`config.mk`:
```
export PLATFORM = sky130hd
export DESIGN_NAME = irq_timed_button_debouncer
export DESIGN_NICKNAME = d
export VERILOG_FILES = /design/src/sv/idb_pkg.sv /design/src/sv/idb_front.sv /design/src/sv/idb_queue.sv /design/src/sv/idb_back.sv /design/src/sv/irq_timed_button_debouncer.sv
export SDC_FILE = /design/constraint.sdc
export NUM_CORES = 1
export LEC_CHECK = 0
export BUFFER_PORTS_ARGS = -buffer_cell sky130_fd_sc_hd__clkbuf_2
export CORE_MARGIN = 2
export CORE_UTILIZATION = 53
export DETAILED_ROUTE_END_ITERATION = 6
export GPL_ROUTABILITY_DRIVEN = 0
export PLACE_DENSITY = 0.84
export SYNTH_ARGS = -nofsm -noshare
export SYNTH_HDL_FRONTEND = slang
export SYNTH_SLANG_ARGS = --single-unit
```
`constraint.sdc`:
```
create_clock -name clk -period 3.7 [get_ports clk]
set_input_delay 0.185 -clock clk [delete_from_list [all_inputs] [get_ports clk]]
set_output_delay 0.185 -clock clk [all_outputs]
set_load 0.01 [all_outputs]
```
`src/sv/idb_pkg.sv`:
```
// ----------------------------------------------------------------------------
// idb_pkg: shared types and constants of the timed button debouncer
// Item, result and burst words, sizes and the debounce reset value.
// ----------------------------------------------------------------------------
package idb_pkg;

  localparam int PinWidth    = 4;
  localparam int ButtonCount = 4;
  localparam int WatchCount  = (ButtonCount < PinWidth) ? ButtonCount : PinWidth;
  localparam int IndexWidth  = $clog2(PinWidth);
  localparam int TickWidth   = 16;

  localparam logic [TickWidth-1:0] DebounceReset = TickWidth'(100);
  localparam logic [PinWidth-1:0]  AllReleased   = {PinWidth{1'b1}};
  localparam logic [PinWidth-1:0]  WatchMask     = AllReleased >> (PinWidth - WatchCount);

  localparam int QueueDepth      = 2;
  localparam int QueuePtrWidth   = $clog2(QueueDepth);
  localparam int QueueCountWidth = $clog2(QueueDepth + 1);

  typedef enum logic {
    OpTick = 1'b0,
    OpEdge = 1'b1
  } op_e;

  typedef struct packed {
    op_e                 op;
    logic [PinWidth-1:0] pins;
  } item_t;

  typedef struct packed {
    logic [IndexWidth-1:0] button_index;
    logic                  pressed;
    logic                  last;
  } result_t;

  typedef struct packed {
    logic [PinWidth-1:0] changed;
    logic [PinWidth-1:0] levels;
  } burst_t;

endpackage

```
`src/sv/idb_front.sv`:
```
// ----------------------------------------------------------------------------
// idb_front: debounce timer and level compare
// Takes tick and edge words, runs the wait and hands each change burst on.
// ----------------------------------------------------------------------------
module idb_front (
  input  logic                             clk,
  input  logic                             rst,
  input  logic                             take,
  input  idb_pkg::item_t                   item,
  input  logic                             cfg_valid,
  output logic                             cfg_ready,
  input  logic [idb_pkg::TickWidth-1:0]    cfg_data,
  output logic                             burst_push,
  output idb_pkg::burst_t                  burst
);

  logic [idb_pkg::TickWidth-1:0] debounce_ticks;
  logic                          debouncing;
  logic [idb_pkg::TickWidth-1:0] tick_count;
  logic [idb_pkg::PinWidth-1:0]  stable_levels;

  logic [idb_pkg::TickWidth-1:0] tick_inc;
  logic [idb_pkg::PinWidth-1:0]  changed;
  logic                          final_tick;

  assign cfg_ready = 1'b1;

  always_comb begin
    tick_inc   = tick_count + idb_pkg::TickWidth'(1);
    changed    = (item.pins ^ stable_levels) & idb_pkg::WatchMask;
    final_tick = debouncing && (item.op == idb_pkg::OpTick) && !(tick_inc < debounce_ticks);
  end

  assign burst_push     = take && final_tick && (changed != '0);
  assign burst.changed  = changed;
  assign burst.levels   = item.pins;

  always_ff @(posedge clk) begin
    if (rst) begin
      debounce_ticks <= idb_pkg::DebounceReset;
      debouncing     <= 1'b0;
      tick_count     <= '0;
      stable_levels  <= idb_pkg::AllReleased;
    end else begin
      if (cfg_valid) begin
        debounce_ticks <= cfg_data;
      end
      if (take) begin
        unique case (item.op)
          idb_pkg::OpEdge: begin
            if (!debouncing) begin
              debouncing <= 1'b1;
              tick_count <= '0;
            end
          end
          idb_pkg::OpTick: begin
            if (final_tick) begin
              debouncing    <= 1'b0;
              tick_count    <= '0;
              stable_levels <= item.pins;
            end else if (debouncing) begin
              tick_count <= tick_inc;
            end
          end
          default: begin
          end
        endcase
      end
    end
  end

endmodule

```
`src/sv/idb_queue.sv`:
```
// ----------------------------------------------------------------------------
// idb_queue: short burst queue
// Holds change bursts between the timer and the result sequencer.
// ----------------------------------------------------------------------------
module idb_queue (
  input  logic                                clk,
  input  logic                                rst,
  input  logic                                wr,
  input  idb_pkg::burst_t                     wr_data,
  output logic                                full,
  input  logic                                rd,
  output idb_pkg::burst_t                     rd_data,
  output logic                                empty,
  output logic [idb_pkg::QueueCountWidth-1:0] count
);

  localparam logic [idb_pkg::QueuePtrWidth-1:0] LastPtr =
    idb_pkg::QueuePtrWidth'(idb_pkg::QueueDepth - 1);

  idb_pkg::burst_t                    mem [idb_pkg::QueueDepth];
  logic [idb_pkg::QueuePtrWidth-1:0]  wr_ptr;
  logic [idb_pkg::QueuePtrWidth-1:0]  rd_ptr;
  logic                               do_wr;
  logic                               do_rd;

  assign full    = (count == idb_pkg::QueueCountWidth'(idb_pkg::QueueDepth));
  assign empty   = (count == '0);
  assign do_wr   = wr && !full;
  assign do_rd   = rd && !empty;
  assign rd_data = mem[rd_ptr];

  always_ff @(posedge clk) begin
    if (do_wr) begin
      mem[wr_ptr] <= wr_data;
    end
  end

  always_ff @(posedge clk) begin
    if (rst) begin
      wr_ptr <= '0;
      rd_ptr <= '0;
      count  <= '0;
    end else begin
      if (do_wr) begin
        wr_ptr <= (wr_ptr == LastPtr) ? '0 : wr_ptr + idb_pkg::QueuePtrWidth'(1);
      end
      if (do_rd) begin
        rd_ptr <= (rd_ptr == LastPtr) ? '0 : rd_ptr + idb_pkg::QueuePtrWidth'(1);
      end
      if (do_wr && !do_rd) begin
        count <= count + idb_pkg::QueueCountWidth'(1);
      end else if (do_rd && !do_wr) begin
        count <= count - idb_pkg::QueueCountWidth'(1);
      end
    end
  end

endmodule

```
`src/sv/idb_back.sv`:
```
// ----------------------------------------------------------------------------
// idb_back: result sequencer
// Walks one change burst, lowest button first, into the result register.
// ----------------------------------------------------------------------------
module idb_back (
  input  logic             clk,
  input  logic             rst,
  input  idb_pkg::burst_t  head,
  input  logic             q_empty,
  output logic             q_pop,
  output idb_pkg::result_t result,
  output logic             empty,
  input  logic             pop
);

  logic [idb_pkg::PinWidth-1:0]   cur_mask;
  logic [idb_pkg::PinWidth-1:0]   cur_levels;
  logic                           out_valid;
  idb_pkg::result_t               out_word;

  logic                           advance;
  logic                           emit;
  logic                           load;
  logic [idb_pkg::IndexWidth-1:0] sel;
  logic [idb_pkg::PinWidth-1:0]   rest;
  idb_pkg::result_t               out_next;

  always_comb begin
    sel = '0;
    for (int i = idb_pkg::PinWidth - 1; i >= 0; i--) begin
      if (cur_mask[i]) begin
        sel = idb_pkg::IndexWidth'(i);
      end
    end
    rest                  = cur_mask & ~(idb_pkg::PinWidth'(1) << sel);
    advance               = !out_valid || pop;
    emit                  = advance && (cur_mask != '0);
    load                  = (cur_mask == '0) && !q_empty;
    out_next.button_index = sel;
    out_next.pressed      = !cur_levels[sel];
    out_next.last         = (rest == '0);
  end

  assign q_pop  = load;
  assign empty  = !out_valid;
  assign result = out_word;

  always_ff @(posedge clk) begin
    if (rst) begin
      cur_mask  <= '0;
      out_valid <= 1'b0;
    end else begin
      if (load) begin
        cur_mask <= head.changed;
      end else if (emit) begin
        cur_mask <= rest;
      end
      if (advance) begin
        out_valid <= emit;
      end
    end
  end

  always_ff @(posedge clk) begin
    if (load) begin
      cur_levels <= head.levels;
    end
    if (emit) begin
      out_word <= out_next;
    end
  end

endmodule

```
`src/sv/irq_timed_button_debouncer.sv`:
```
// ----------------------------------------------------------------------------
// irq_timed_button_debouncer: tick and edge driven button debouncer
// Waits a set number of ticks after an edge, then reports changed buttons.
// ----------------------------------------------------------------------------
//  channel  | handshake            | word
//  ---------+----------------------+---------------------------------------
//  item     | push / full          | op, pins
//  result   | pop / empty          | button_index, pressed, last
//  config   | cfg_valid / cfg_ready| cfg_data = debounce_ticks
//
//  An item is taken every cycle while full is low; the timer updates in
//  that cycle. Full rises only while two change bursts wait in the queue.
//  Results leave one per cycle while pop is high, pausing as the sequencer
//  loads the next burst from the queue. Reset (rst, synchronous) clears the
//  wait, stores all buttons released and sets debounce_ticks to 100.
// ----------------------------------------------------------------------------
module irq_timed_button_debouncer (
  input  logic                          clk,
  input  logic                          rst,
  input  logic                          push,
  output logic                          full,
  input  idb_pkg::item_t                item,
  output logic                          empty,
  input  logic                          pop,
  output idb_pkg::result_t              result,
  input  logic                          cfg_valid,
  output logic                          cfg_ready,
  input  logic [idb_pkg::TickWidth-1:0] cfg_data
);

  logic                                take;
  logic                                burst_push;
  idb_pkg::burst_t                     burst;
  idb_pkg::burst_t                     head;
  logic                                q_full;
  logic                                q_empty;
  logic                                q_pop;
  logic [idb_pkg::QueueCountWidth-1:0] q_count;

  assign full = q_full;
  assign take = push && !q_full;

  idb_front u_front (
    .clk        (clk),
    .rst        (rst),
    .take       (take),
    .item       (item),
    .cfg_valid  (cfg_valid),
    .cfg_ready  (cfg_ready),
    .cfg_data   (cfg_data),
    .burst_push (burst_push),
    .burst      (burst)
  );

  idb_queue u_queue (
    .clk     (clk),
    .rst     (rst),
    .wr      (burst_push),
    .wr_data (burst),
    .full    (q_full),
    .rd      (q_pop),
    .rd_data (head),
    .empty   (q_empty),
    .count   (q_count)
  );

  idb_back u_back (
    .clk     (clk),
    .rst     (rst),
    .head    (head),
    .q_empty (q_empty),
    .q_pop   (q_pop),
    .result  (result),
    .empty   (empty),
    .pop     (pop)
  );

  a_queue_bound : assert property (@(posedge clk) disable iff (rst)
    q_count <= idb_pkg::QueueCountWidth'(idb_pkg::QueueDepth))
    else $error("burst queue count beyond depth");

  a_edge_no_burst : assert property (@(posedge clk) disable iff (rst)
    (take && (item.op == idb_pkg::OpEdge)) |-> !burst_push)
    else $error("edge word produced a change burst");

  a_burst_nonzero : assert property (@(posedge clk) disable iff (rst)
    burst_push |-> (burst.changed != '0))
    else $error("empty change burst queued");

  a_reset_empty : assert property (@(posedge clk)
    $past(rst) |-> empty)
    else $error("result pending right after reset");

endmodule

```
==> results.sh <==
export IMPL_cts_root_buffer="clkbuf_8"
export IMPL_yosysUniqueCellTypes=47
export IMPL_setup_viol=0
export IMPL_drtIter0Drc=163
export IMPL_r2r_end="u_queue.count[1]$_SDFFE_PP0P_"
export IMPL_core_area_um2=6350
export IMPL_critPathMaxFanout=6
export IMPL_status="finished clean"
export IMPL_p_int_mw=1.39
export IMPL_hold_start="cfg_data[6]"
export IMPL_die_x_um=85.0
export IMPL_cts_path_max_buffers=2
export IMPL_synth_area_per_cell_um2=10.0
export IMPL_maxCapViolations=0
export IMPL_power_switching_uw=578
export IMPL_holdPathEnd="u_front.debounce_ticks[6]$_SDFFE_PP1P_"
export IMPL_htreeDepth=3
export IMPL_cp_end_kind="register"
export IMPL_min_path_type="in2reg"
export IMPL_io_pins=33
export IMPL_clkPwrFrac=0.331
export IMPL_r2r_slack_ns=0.25
export IMPL_fmax_mhz=290
export IMPL_path_buf_inv=1
export IMPL_rr_worst_depth=13
export IMPL_insertedDiodeCount=0
export IMPL_nets=422
export IMPL_synth_largest_area_cell="dfxtp_1"
export IMPL_drtAntennaViolNets=0
export IMPL_nFillCells=495
export IMPL_fin_skew_ns=0.00615
export IMPL_row_count=29
export IMPL_place_inst=445
export IMPL_drv_slew=0
export IMPL_synth_top_area_frac=0.271
export IMPL_ir_worst_vdd_uv=405
export IMPL_synth_seq_area_share=0.478
export IMPL_ys_ff_latch=71
export IMPL_rsz0062_at_grt="false"
export IMPL_crit_type="reg2reg"
export IMPL_period_share=0.932
export IMPL_dr_pass1_iters=5
export IMPL_start_util=0.547
export IMPL_grt_pass1_vias=2601
export IMPL_grt_pass1_wl_mm=11.8
export IMPL_clock_sinks=71
export IMPL_track_usage=0.207
export IMPL_cp_data_arrival_time_ns=3.72
export IMPL_cpPeakStageDelay_ns=0.44
export IMPL_dpl_instance_area_um2=3680
export IMPL_p_per_area_nw_per_um2=502
export IMPL_cp_start_kind="register"
export IMPL_area_growth_pct=12.6
export IMPL_dieArea_um2=7220
export IMPL_ys_async_sr_fraction=0
export IMPL_hold_depth=3
export IMPL_cpMostUsedCell="ha_1"
export IMPL_synth_edff_count=24
export IMPL_synthCells=347
export IMPL_cts_buffers_inserted=9
export IMPL_ys_top_cells_by_area="dfxtp_1 27%, edfxtp_1 21%, ha_1 6.1%, mux2i_1 5.8%, nor2_1 4.0%"
export IMPL_routed_wl_mm=6.99
export IMPL_switching_share=0.295
export IMPL_portBuffers=31
export IMPL_synthFlopType="dfxtp_1"
export IMPL_die_y_um=85.0
export IMPL_required_ns=3.98
export IMPL_final_cell_area_um2=3910
export IMPL_p_comb_frac=0.181
export IMPL_grt_max_degree=37
export IMPL_holdWs_ns=0.0616
export IMPL_ys_warn_count=0
export IMPL_hpwl_mm=4.95
export IMPL_seqPwrFrac=0.488
export IMPL_routedWlPerCell_um=15.2
export IMPL_grt_ovfl_total=0
export IMPL_max_slew_margin=0.443
export IMPL_cts_hold_buf=0
export IMPL_leakagePower_nw=1.63
export IMPL_drc=0
export IMPL_drive_above_1_share=0.177
export IMPL_synth_fp_nets=390
export IMPL_antenna_found_initial=0
export IMPL_yosysMostFrequentCell="dfxtp_1"
export IMPL_path_delay_family="simple AND/OR/NAND/NOR gates"
export IMPL_layout_min_cycle_time_ns=3.45
export IMPL_clk_latency_ns=0.35
export IMPL_r2r_start="u_front.tick_count[2]$_SDFFE_PP0P_"
export IMPL_finalSetupTns_ns=0
export IMPL_num_vias=2640
export IMPL_vias_per_cell=5.73
export IMPL_synth_commonest_cells="47 x dfxtp_1, 37 x nor2_1, 29 x nand2_1"
export IMPL_tightest_slew_ns=0.836
export IMPL_netlist_area_um2=3470
export IMPL_cp_slowest_cell="dfxtp_1"
export IMPL_clk_pin_slew_ns=0.08
export IMPL_cts_tree="done"
export IMPL_final_cells=461
export IMPL_crit_chain="nand3_1 > nor3_1 > buf_4 > and3_1 > xor2_2 > ha_1 > nand4_1 > nor3_2 > a31oi_4 > a311oi_4 > ha_1 > or3_1 > a21oi_1"
export IMPL_hold_viol=0
==> flip-flops by register name (all words and copies together) (netlist names), named ones only <==
name                    flops
u_queue.mem                16
u_front.tick_count         16
u_front.debounce_ticks     16
u_queue.count               2
u_front.stable_levels       4
u_queue.rd_ptr              1
u_front.debouncing          1
u_back.result               4
u_back.cur_levels           4
u_queue.wr_ptr              1
u_back.cur_mask             4
u_back.out_valid            1
==> worst register-to-register path, stage by stage, from the launching register on <==
cell	delay, ns
dfxtp_1	0.44
nand3_1	0.17
nor3_1	0.23
buf_4	0.17
and3_1	0.20
xor2_2	0.09
ha_1	0.30
nand4_1	0.17
nor3_2	0.25
a31oi_4	0.13
a311oi_4	0.37
ha_1	0.33
or3_1	0.39
a21oi_1	0.14
==> metal layers <==
metal	track usage	vias to the layer above	routed length, µm	share of wire
met5	0	-	0	0
met4	0.0750	0	144	0.021
met3	0.0632	16	482	0.069
met2	0.337	108	3320	0.47
met1	0.260	1233	3050	0.44
li1	-	1283	-	-
==> power groups by stage <==
| stage | sequential, mW | combinational, mW | clock (mW) |
|---|---|---|---|
| after global placement | 0.971 | 0.332 | 0 |
| after CTS | 0.957 | 0.354 | 0.658 |
| after global routing | 0.968 | 0.393 | 0.689 |
| final | 0.958 | 0.356 | 0.649 |
| after floorplan | 0.964 | 0.264 | 0 |
| after detailed placement | 0.976 | 0.349 | 0 |
==> cell usage in the layout, fill, tap and decap left out, drive strengths merged, types with 2 or more instances in the layout <==
cell,Yosys,layout
dfxtp,47,47
clkbuf,8,42
nor2,37,37
inv,26,30
nand2,29,29
edfxtp,24,24
mux2i,20,20
ha,17,17
nand4,14,14
xor2,13,13
a21oi,12,12
o21ai,12,12
nand3,9,9
mux2,9,9
o211ai,8,8
xnor2,6,6
a22o,6,6
nor3,6,6
nand2b,5,5
buf,7,5
and3,4,4
or3,4,4
and2,3,3
a31oi,3,3
nand4b,2,2
a22oi,2,2
==> how the worst max path moves through the flow <==
stage | cells after the start | from | slack, ns | end
global placement | 12 | u_front.tick_count[0]$_SDFFE_PP0P_ | 0.37 | u_queue.count[1]$_SDFFE_PP0P_
finish | 13 | u_front.tick_count[2]$_SDFFE_PP0P_ | 0.25 | u_queue.count[1]$_SDFFE_PP0P_
global route | 12 | u_front.tick_count[0]$_SDFFE_PP0P_ | 0.01 | u_queue.count[1]$_SDFFE_PP0P_
detailed placement | 12 | u_front.tick_count[0]$_SDFFE_PP0P_ | 0.21 | u_queue.count[1]$_SDFFE_PP0P_
CTS | 12 | u_front.tick_count[0]$_SDFFE_PP0P_ | 0.18 | u_queue.count[1]$_SDFFE_PP0P_
floorplan | 11 | u_front.tick_count[2]$_SDFFE_PP0P_ | 0.29 | u_queue.mem[0][0]$_DFFE_PP_
==> cell type report <==
cell class | count | area, µm² | share of cell area
well taps | 77 | 96.3 | 0.0246
multi-input cells | 235 | 1650 | 0.421
flip-flops and latches | 71 | 1660 | 0.425
clock inverters | 5 | 42.5 | 0.0109
clock buffers | 11 | 174 | 0.0445
repair buffers | 36 | 193 | 0.0493
inverters | 26 | 97.6 | 0.0250
==> cell families (layout without fill, tap and decap cells) <==
family | after synthesis | after routing | synth area share
buffers and inverters | 41 | 78 | 0.0515
and+or+nand+nor | 117 | 117 | 0.162
adders and majority gates | 17 | 17 | 0.0612
AOI/OAI and AO/OA | 52 | 52 | 0.110
xor gates and xnor gates | 19 | 19 | 0.0479
other | 1 | 1 | 0.00108
DFF | 71 | 71 | 0.478
muxes | 29 | 29 | 0.0879
==> metrics by stage <==
stage	total power, mW	utilization	setup slack [ns]
2_1_floorplan	1.23	-	0.286
3_3_place_gp	1.30	0.580	0.367
3_5_place_dp	1.33	0.580	0.213
4_1_cts	1.97	0.614	0.180
5_1_grt	2.05	0.616	0.0116
6_report	1.96	0.616	0.252
==> timing repair <==
action / CTS / global route
resized for setup: 0 / 3
setup buffers: 0 / 0
setup endpoints to repair: 0 / 9
Power figures use the tool's default switching activity.
